--- config.mk ---
export PLATFORM = sky130hd
export DESIGN_NAME = message_ring_queue_overwrite
export DESIGN_NICKNAME = d
export VERILOG_FILES = /design/src/rtl/msgq_pkg.sv /design/src/rtl/msgq_ram.sv /design/src/rtl/msgq_out_stage.sv /design/src/rtl/message_ring_queue_overwrite.sv
export VERILOG_INCLUDE_DIRS = /design/src /design/src/rtl
export SDC_FILE = /design/constraint.sdc
export NUM_CORES = 2
export LEC_CHECK = 0
export BUFFER_PORTS_ARGS = -buffer_cell sky130_fd_sc_hd__clkbuf_2
export CORE_MARGIN = 2
export CORE_UTILIZATION = 63
export DETAILED_ROUTE_END_ITERATION = 6
export PLACE_DENSITY = 0.8
export REMOVE_ABC_BUFFERS = 1
export SLEW_MARGIN = 0
export SYNTH_ARGS = -nofsm -noshare
export SYNTH_HDL_FRONTEND = slang
export SYNTH_SLANG_ARGS = --single-unit
export TNS_END_PERCENT = 100
--- constraint.sdc ---
create_clock -name clk -period 3.7 [get_ports clk]
set_input_delay 0.37 -clock clk [delete_from_list [all_inputs] [get_ports clk]]
set_output_delay 0.37 -clock clk [all_outputs]
set_load 0.03 [all_outputs]
--- src/rtl/message_ring_queue_overwrite_assert.svh ---
// Assertion macros for the message ring queue.
`ifndef MESSAGE_RING_QUEUE_OVERWRITE_ASSERT_SVH
`define MESSAGE_RING_QUEUE_OVERWRITE_ASSERT_SVH

// Same-cycle implication, sampled on clk, off during reset.
`define MSGQ_ASSERT_NOW(label, ante, cons, msg) \
  label: assert property (@(posedge clk) disable iff (!rst_n) (ante) |-> (cons)) \
    else $error(msg);

// Next-cycle implication, sampled on clk, off during reset.
`define MSGQ_ASSERT_NEXT(label, ante, cons, msg) \
  label: assert property (@(posedge clk) disable iff (!rst_n) (ante) |=> (cons)) \
    else $error(msg);

`endif

--- src/rtl/msgq_pkg.sv ---
// Shared result codes and result word type for the message ring queue.
`timescale 1ns / 1ps
package msgq_pkg;

  localparam logic [1:0] KIND_ACK   = 2'd0;
  localparam logic [1:0] KIND_DATA  = 2'd1;
  localparam logic [1:0] KIND_EMPTY = 2'd2;

  typedef struct packed {
    logic [1:0] kind;
    logic [7:0] out_byte;
    logic       last_byte;
    logic       dropped_oldest;
    logic       truncated;
  } result_t;

endpackage

--- src/rtl/msgq_ram.sv ---
// Generic single-write, single-read RAM with registered read data.
`timescale 1ns / 1ps
module msgq_ram #(
  parameter int WIDTH = 8,
  parameter int DEPTH = 256,
  localparam int AW = (DEPTH > 1) ? $clog2(DEPTH) : 1
) (
  input  logic             clk,
  input  logic             we,
  input  logic [AW-1:0]    waddr,
  input  logic [WIDTH-1:0] wdata,
  input  logic             re,
  input  logic [AW-1:0]    raddr,
  output logic [WIDTH-1:0] rdata
);

  logic [WIDTH-1:0] mem [DEPTH];
  logic [WIDTH-1:0] rdata_r;

  always_ff @(posedge clk) begin
    if (we) begin
      mem[waddr] <= wdata;
    end
    if (re) begin
      rdata_r <= mem[raddr];
    end
  end

  assign rdata = rdata_r;

endmodule

--- src/rtl/msgq_out_stage.sv ---
// Output register holding one result word until the receiver takes it.
`timescale 1ns / 1ps
module msgq_out_stage import msgq_pkg::*; (
  input  logic    clk,
  input  logic    rst_n,
  input  logic    load,
  input  result_t res_in,
  input  logic    out_ready,
  output logic    free,
  output logic    out_valid,
  output result_t res_out
);

  logic    valid_r;
  logic    valid_nxt;
  result_t res_r;

  always_comb begin
    valid_nxt = valid_r;
    if (load) begin
      valid_nxt = 1'b1;
    end else if (out_ready) begin
      valid_nxt = 1'b0;
    end
  end

  always_ff @(posedge clk) begin
    if (!rst_n) begin
      valid_r <= 1'b0;
    end else begin
      valid_r <= valid_nxt;
    end
  end

  always_ff @(posedge clk) begin
    if (load) begin
      res_r <= res_in;
    end
  end

  assign free      = !valid_r || out_ready;
  assign out_valid = valid_r;
  assign res_out   = res_r;

endmodule

--- src/rtl/message_ring_queue_overwrite.sv ---
// Top level of the message ring queue that overwrites its oldest message.
//
// Input words carry an opcode: push one message byte, or pop the oldest
// message. Push bytes stream into the free slot; the byte flagged end of
// message commits it and returns one acknowledge word (dropped oldest,
// truncated). Bytes past SLOT_BYTES are dropped. A byte without end flag
// returns nothing. A pop returns the message one data word per byte, the
// final one flagged last, or a single empty word.
// Timing: an acknowledge or empty word is ready in the output register in
// the cycle after acceptance. A pop without stall first reads the length
// memory, then each byte is a registered read of the byte memory followed
// by the output register load. The block works on one input word at a time and
// takes the next one only when the output register is empty or read that cycle.
// Reset (synchronous, active low) empties the queue; memories need no
// clearing pass. A stalled receiver holds the output register; the pop
// sequence and the input wait.
`timescale 1ns / 1ps
`include "message_ring_queue_overwrite_assert.svh"
module message_ring_queue_overwrite import msgq_pkg::*; #(
  parameter int QUEUE_SLOTS = 8,
  parameter int SLOT_BYTES  = 32
) (
  input  logic       clk,
  input  logic       rst_n,
  input  logic       in_valid,
  output logic       in_ready,
  input  logic       in_opcode,
  input  logic [7:0] in_data_byte,
  input  logic       in_end_of_message,
  output logic       out_valid,
  input  logic       out_ready,
  output logic [1:0] out_kind,
  output logic [7:0] out_out_byte,
  output logic       out_last_byte,
  output logic       out_dropped_oldest,
  output logic       out_truncated
);

  localparam int SLOT_W = $clog2(QUEUE_SLOTS);
  localparam int CNT_W  = $clog2(SLOT_BYTES + 1);
  localparam int DEPTH  = QUEUE_SLOTS * SLOT_BYTES;
  localparam int ADDR_W = $clog2(DEPTH);

  localparam logic [1:0] ST_IDLE = 2'd0;
  localparam logic [1:0] ST_LEN  = 2'd1;
  localparam logic [1:0] ST_POP  = 2'd2;

  logic [1:0]        state_r, state_nxt;
  logic [SLOT_W-1:0] ws_r, ws_nxt;
  logic [SLOT_W-1:0] rs_r, rs_nxt;
  logic [CNT_W-1:0]  bip_r, bip_nxt;
  logic              ovf_r, ovf_nxt;
  logic [CNT_W-1:0]  len_r, len_nxt;
  logic [CNT_W-1:0]  idx_r, idx_nxt;
  logic              pend_r, pend_nxt;

  logic              free;
  logic              acc, push, pop, empty, commit, drop, room, issue, last;
  logic [SLOT_W-1:0] ws_inc, rs_inc;
  logic              load;
  result_t           res, res_out;
  logic [ADDR_W-1:0] waddr, raddr;
  logic [7:0]        byte_rdata;
  logic [CNT_W-1:0]  len_rdata;

  function automatic logic [SLOT_W-1:0] next_slot(input logic [SLOT_W-1:0] s);
    return (s == SLOT_W'(QUEUE_SLOTS - 1)) ? '0 : s + 1'b1;
  endfunction

  function automatic logic [ADDR_W-1:0] slot_base(input logic [SLOT_W-1:0] s);
    return ADDR_W'(s) * ADDR_W'(SLOT_BYTES);
  endfunction

  assign in_ready = (state_r == ST_IDLE) && free;
  assign acc      = in_valid && in_ready;
  assign push     = acc && !in_opcode;
  assign pop      = acc && in_opcode;
  assign empty    = (rs_r == ws_r);
  assign room     = (bip_r < CNT_W'(SLOT_BYTES));
  assign commit   = push && in_end_of_message;
  assign ws_inc   = next_slot(ws_r);
  assign rs_inc   = next_slot(rs_r);
  assign drop     = (ws_inc == rs_r);
  assign issue    = (state_r == ST_POP) && !pend_r && free && (idx_r < len_r);
  assign last     = (idx_r == len_r);

  assign waddr = slot_base(ws_r) + ADDR_W'(bip_r);
  assign raddr = slot_base(rs_r) + ADDR_W'(idx_r);

  always_comb begin
    state_nxt = state_r;
    ws_nxt    = ws_r;
    rs_nxt    = rs_r;
    bip_nxt   = bip_r;
    ovf_nxt   = ovf_r;
    len_nxt   = len_r;
    idx_nxt   = idx_r;
    pend_nxt  = issue;
    load      = 1'b0;
    res       = '{kind: KIND_ACK, out_byte: 8'd0, last_byte: 1'b1,
                  dropped_oldest: 1'b0, truncated: 1'b0};
    case (state_r)
      ST_IDLE: begin
        if (push) begin
          if (room) begin
            bip_nxt = bip_r + 1'b1;
          end else begin
            ovf_nxt = 1'b1;
          end
          if (commit) begin
            load               = 1'b1;
            res.dropped_oldest = drop;
            res.truncated      = ovf_r || !room;
            ws_nxt             = ws_inc;
            bip_nxt            = '0;
            ovf_nxt            = 1'b0;
            if (drop) begin
              rs_nxt = rs_inc;
            end
          end
        end else if (pop) begin
          if (empty) begin
            load     = 1'b1;
            res.kind = KIND_EMPTY;
          end else begin
            state_nxt = ST_LEN;
          end
        end
      end
      ST_LEN: begin
        len_nxt   = len_rdata;
        idx_nxt   = '0;
        state_nxt = ST_POP;
      end
      ST_POP: begin
        if (issue) begin
          idx_nxt = idx_r + 1'b1;
        end
        if (pend_r) begin
          load          = 1'b1;
          res.kind      = KIND_DATA;
          res.out_byte  = byte_rdata;
          res.last_byte = last;
          if (last) begin
            rs_nxt    = rs_inc;
            state_nxt = ST_IDLE;
          end
        end
      end
      default: begin
        state_nxt = ST_IDLE;
      end
    endcase
  end

  always_ff @(posedge clk) begin
    if (!rst_n) begin
      state_r <= ST_IDLE;
      ws_r    <= '0;
      rs_r    <= '0;
      bip_r   <= '0;
      ovf_r   <= 1'b0;
      pend_r  <= 1'b0;
    end else begin
      state_r <= state_nxt;
      ws_r    <= ws_nxt;
      rs_r    <= rs_nxt;
      bip_r   <= bip_nxt;
      ovf_r   <= ovf_nxt;
      pend_r  <= pend_nxt;
    end
  end

  always_ff @(posedge clk) begin
    len_r <= len_nxt;
    idx_r <= idx_nxt;
  end

  msgq_ram #(
    .WIDTH (8),
    .DEPTH (DEPTH)
  ) u_byte_ram (
    .clk   (clk),
    .we    (push && room),
    .waddr (waddr),
    .wdata (in_data_byte),
    .re    (issue),
    .raddr (raddr),
    .rdata (byte_rdata)
  );

  msgq_ram #(
    .WIDTH (CNT_W),
    .DEPTH (QUEUE_SLOTS)
  ) u_len_ram (
    .clk   (clk),
    .we    (commit),
    .waddr (ws_r),
    .wdata (room ? bip_r + 1'b1 : bip_r),
    .re    (pop),
    .raddr (rs_r),
    .rdata (len_rdata)
  );

  msgq_out_stage u_out (
    .clk       (clk),
    .rst_n     (rst_n),
    .load      (load),
    .res_in    (res),
    .out_ready (out_ready),
    .free      (free),
    .out_valid (out_valid),
    .res_out   (res_out)
  );

  assign out_kind           = res_out.kind;
  assign out_out_byte       = res_out.out_byte;
  assign out_last_byte      = res_out.last_byte;
  assign out_dropped_oldest = res_out.dropped_oldest;
  assign out_truncated      = res_out.truncated;

  `MSGQ_ASSERT_NOW(a_load_free, load, free, "result loaded over a held word")
  `MSGQ_ASSERT_NOW(a_pend_pop, pend_r, state_r == ST_POP, "byte read outside pop")
  `MSGQ_ASSERT_NOW(a_idx_range, state_r == ST_POP, idx_r <= len_r, "pop index past length")
  `MSGQ_ASSERT_NEXT(a_last_idle, load && res.kind == KIND_DATA && res.last_byte,
    state_r == ST_IDLE && !pend_r, "pop not closed after last byte")

endmodule

==> out/summary.txt <==
Crit-path leading delay family: compound AO/OA/AOI/OAI gates
Flop pwr share: 56.0%
Post-synth top cells: edfxtp_1 (2135), mux4_2 (392), nor2_1 (315)
R2R Setup Slk: -0.27 ns
Max incr delay on CP: 1.23 ns
CP Capture Type: register
Gr ovfl total: 0
Max clock buf depth: 3
Cell chain of the critical path: buf_12, nor2b_4, a22oi_1, a31oi_1, a22oi_1, o221ai_1
Slew HR: -0.1472%
Maximum vdd drop: 428.0 uV
Setup TNS: -0.3353 ns
I/O Pins: 29
Sink Count: 2152
FILL cells: 7036
Logic pwr share: 1.9%
DRT iter0 DRCs: 9206
Leakage: 0.03099 uW
First-pass GRT wire length: 334.6 mm
CP Max Fanout: 32
CTS root buf: clkbuf_16
Number of unique standard cell types used by synthesis: 76
Fin crit share: 107.4%
Initial antenna violation count: 9
Clock power frac: 42.1%
Final wirelength: 234.5 mm
H-tree depth: 4
CTS clk-pin slew, worst paths: 0.06 ns
Worst Path Buf+Inv: 1
CP Class: reg -> reg
DR vias/cell: 7.226
Slew Limit Fails: 1
Max Freq: 251.7 MHz
Via count of the routed design: 47660
CTS tree: built
Number of setup buffers added after CTS: 0
Area of the multi-input gates: 18170 sq um
Critical Path RT: 4.37 ns
Most frequent CP cell: a22oi_1
Net Sw Power: 9764 uW
RSZ-0062 raised after global routing: false
Worst Path Arrival: 4.64 ns
Yosys top cell area share: 76.20%
Internal power: 38090 uW
Asr flop ratio synth: 0%
Vias in the first global route: 46720
Type of origin of the critical path: register
GPL Wtd Cong: 0.9514
Port buffer count: 28
Synth area leader: edfxtp_1
Die Span X: 369.5 um
GRT Total Usage: 34.79%
Sequential cell area: 64450 sq um
Largest net degree at the start of global routing: 125
Synth Flop Type: edfxtp_1
Status: finished, violations left
Die area: 136500 sq um
Slowest-stage cell, CP: nor2b_4
DRT antenna net count: 0
CTS resizes: 0
Hold-fix buffers at CTS: 4
# DRC: 0
FP Rows: 134
Synth Area per Inst: 20.34 sq um
Failing checks: max-capacitance violations, max-slew violations, negative setup slack
CTS buffer count: 203
# setup viols final: 4
Min Tclk post-route: 3.972 ns
Clk_skew: 0.05039 ns
Worst-Skew Late Latency: 0.87 ns
Post-synthesis cell count: 4137
DP Worst Slack: 0.2322 ns
Synth top area cells: edfxtp_1 (76%), mux4_2 (10%), mux2i_1 (3.1%), nor2_1 (1.4%), a22oi_1 (0.71%)
Power Dens Cells: 498.2 nW/um^2
Hold Vio Cnt, Final: 0
Post-Syn Area: 84140 sq um
# Max-Cap Violations: 1
Share of post-route cells with drive strength above 1: 26.70%
Register area share after synthesis: 76.60%
Worst Hold Class: in -> reg
Library cell with the highest instance count after synthesis: edfxtp_1
EDFF count, synth: 2135
Sw frac: 20.40%
Seq cells post-synth: 2152
Worst setup margin: -0.2725 ns
Routed wire per std cell: 35.56 um
Synthesis Warnings: 0
Core Util, Final: 72.24%
Nets: 4685
TritonRoute pass-1 iters: 7
Initial Util: 63.28%
Worst slew pin tran: 1.499 ns
Core Region: 133000 sq um
Area Growth Syn to Fin: 14.16%
Die height: 369.5 um
DP HPWL: 140.2 mm
[worst reg2reg max path: cells and delay by family, from the launching register on]
family          cells  cell delay (ns)
buf+inv             1             0.26
simple gates        1             1.27
compound gates      4             1.85
flops               1             0.41
[cells by family (layout without fill, tap and decap cells)]
logic type	Yosys count	in the layout	share of synthesized area [%]
other	0	7	0
AO/OA/AOI/OAI	472	472	4.033
multiplexers	679	679	14.15
buffers and inverters	265	949	1.948
AND/OR/NAND/NOR	532	532	2.802
XOR/XNOR	18	18	0.1874
flip-flops	2152	2152	76.60
adder cells (fa/ha/maj)	19	19	0.2825
[sequential cells by signal, indices dropped and copies added, names as in the netlist, 2 cells and up]
register	cells
idx_r	6
len_r	6
u_byte_ram.mem	2048
ws_r	3
u_len_ram.rdata	6
u_out.res_out	13
rs_r	3
u_byte_ram.rdata	8
u_len_ram.mem	48
state_r	2
bip_r	6
[power by group through the flow]
| stage | clock network [uW] | registers (uW) | logic (uW) |
|---|---|---|---|
| 2_1_floorplan | 0 | 27400 | 304 |
| 3_3_place_gp | 0 | 27300 | 826 |
| 3_5_place_dp | 0 | 27300 | 859 |
| 4_1_cts | 20200 | 26800 | 872 |
| 5_1_grt | 21000 | 26800 | 924 |
| 6_report | 20100 | 26800 | 896 |
[layout make-up]
type,instances,share of cell area (%)
Sequential cell,2152,67.10
Multi-Input combinational cell,1720,18.92
Clock buffer,246,5.501
Timing Repair Buffer,563,4.997
Tap cell,1768,2.303
Clock inverter,128,1.115
Inverter,12,0.04689
Antenna cell,7,0.01824
[placed cells by master (no fill, tap or decap), drive strengths merged, types with 32 or more instances in the layout]
master / n
nor2b: 32
edfxtp: 2135
a22oi: 80
o221ai: 65
mux4: 403
o21ai: 42
nand2: 64
a211oi: 34
a221oi: 37
o22ai: 33
clkbuf: 274
buf: 531
a21oi: 95
clkinv: 99
nor2: 315
mux2i: 258
[path summary, 6_finish.rpt]
kind / from / end / cells after the start
max: idx_r[2]$_SDFFCE_PN0P_ / u_byte_ram.rdata[5]$_DFFE_PP_ / 6
min: in_valid / bip_r[2]$_SDFFE_PN0P_ / 4
max reg2reg: idx_r[2]$_SDFFCE_PN0P_ / u_byte_ram.rdata[5]$_DFFE_PP_ / 6
min reg2reg: u_len_ram.rdata[3]$_DFFE_PP_ / len_r[3]$_DFFE_PP_ / 0
[per-stage QoR]
| stage | cell area [sq um] | power [uW] | hold WS (ns) | cells |
|---|---|---|---|---|
| 6_report | 96050 | 47860 | 0.07130 | 6596 |
| 5_1_grt | 96030 | 48780 | 0.1023 | 6589 |
| 4_1_cts | 96030 | 47840 | 0.03136 | 6589 |
| 3_5_place_dp | 89640 | 28200 | 0.4095 | 6211 |
| 3_3_place_gp | 89640 | 28160 | 0.4057 | 6211 |
| 2_1_floorplan | 82550 | 27690 | 0.4003 | 3884 |
[metal layers]
metal  vias up  global-route usage (%)  wire length, um
met3       978                   10.95            34520
met1     23850                   45.73            76790
li1      18180                       -                -
met2      4655                   52.54           107800
met5         -                       0               48
met4         6                   18.85            15410
Note: power is estimated with default switching activity, not from simulation.
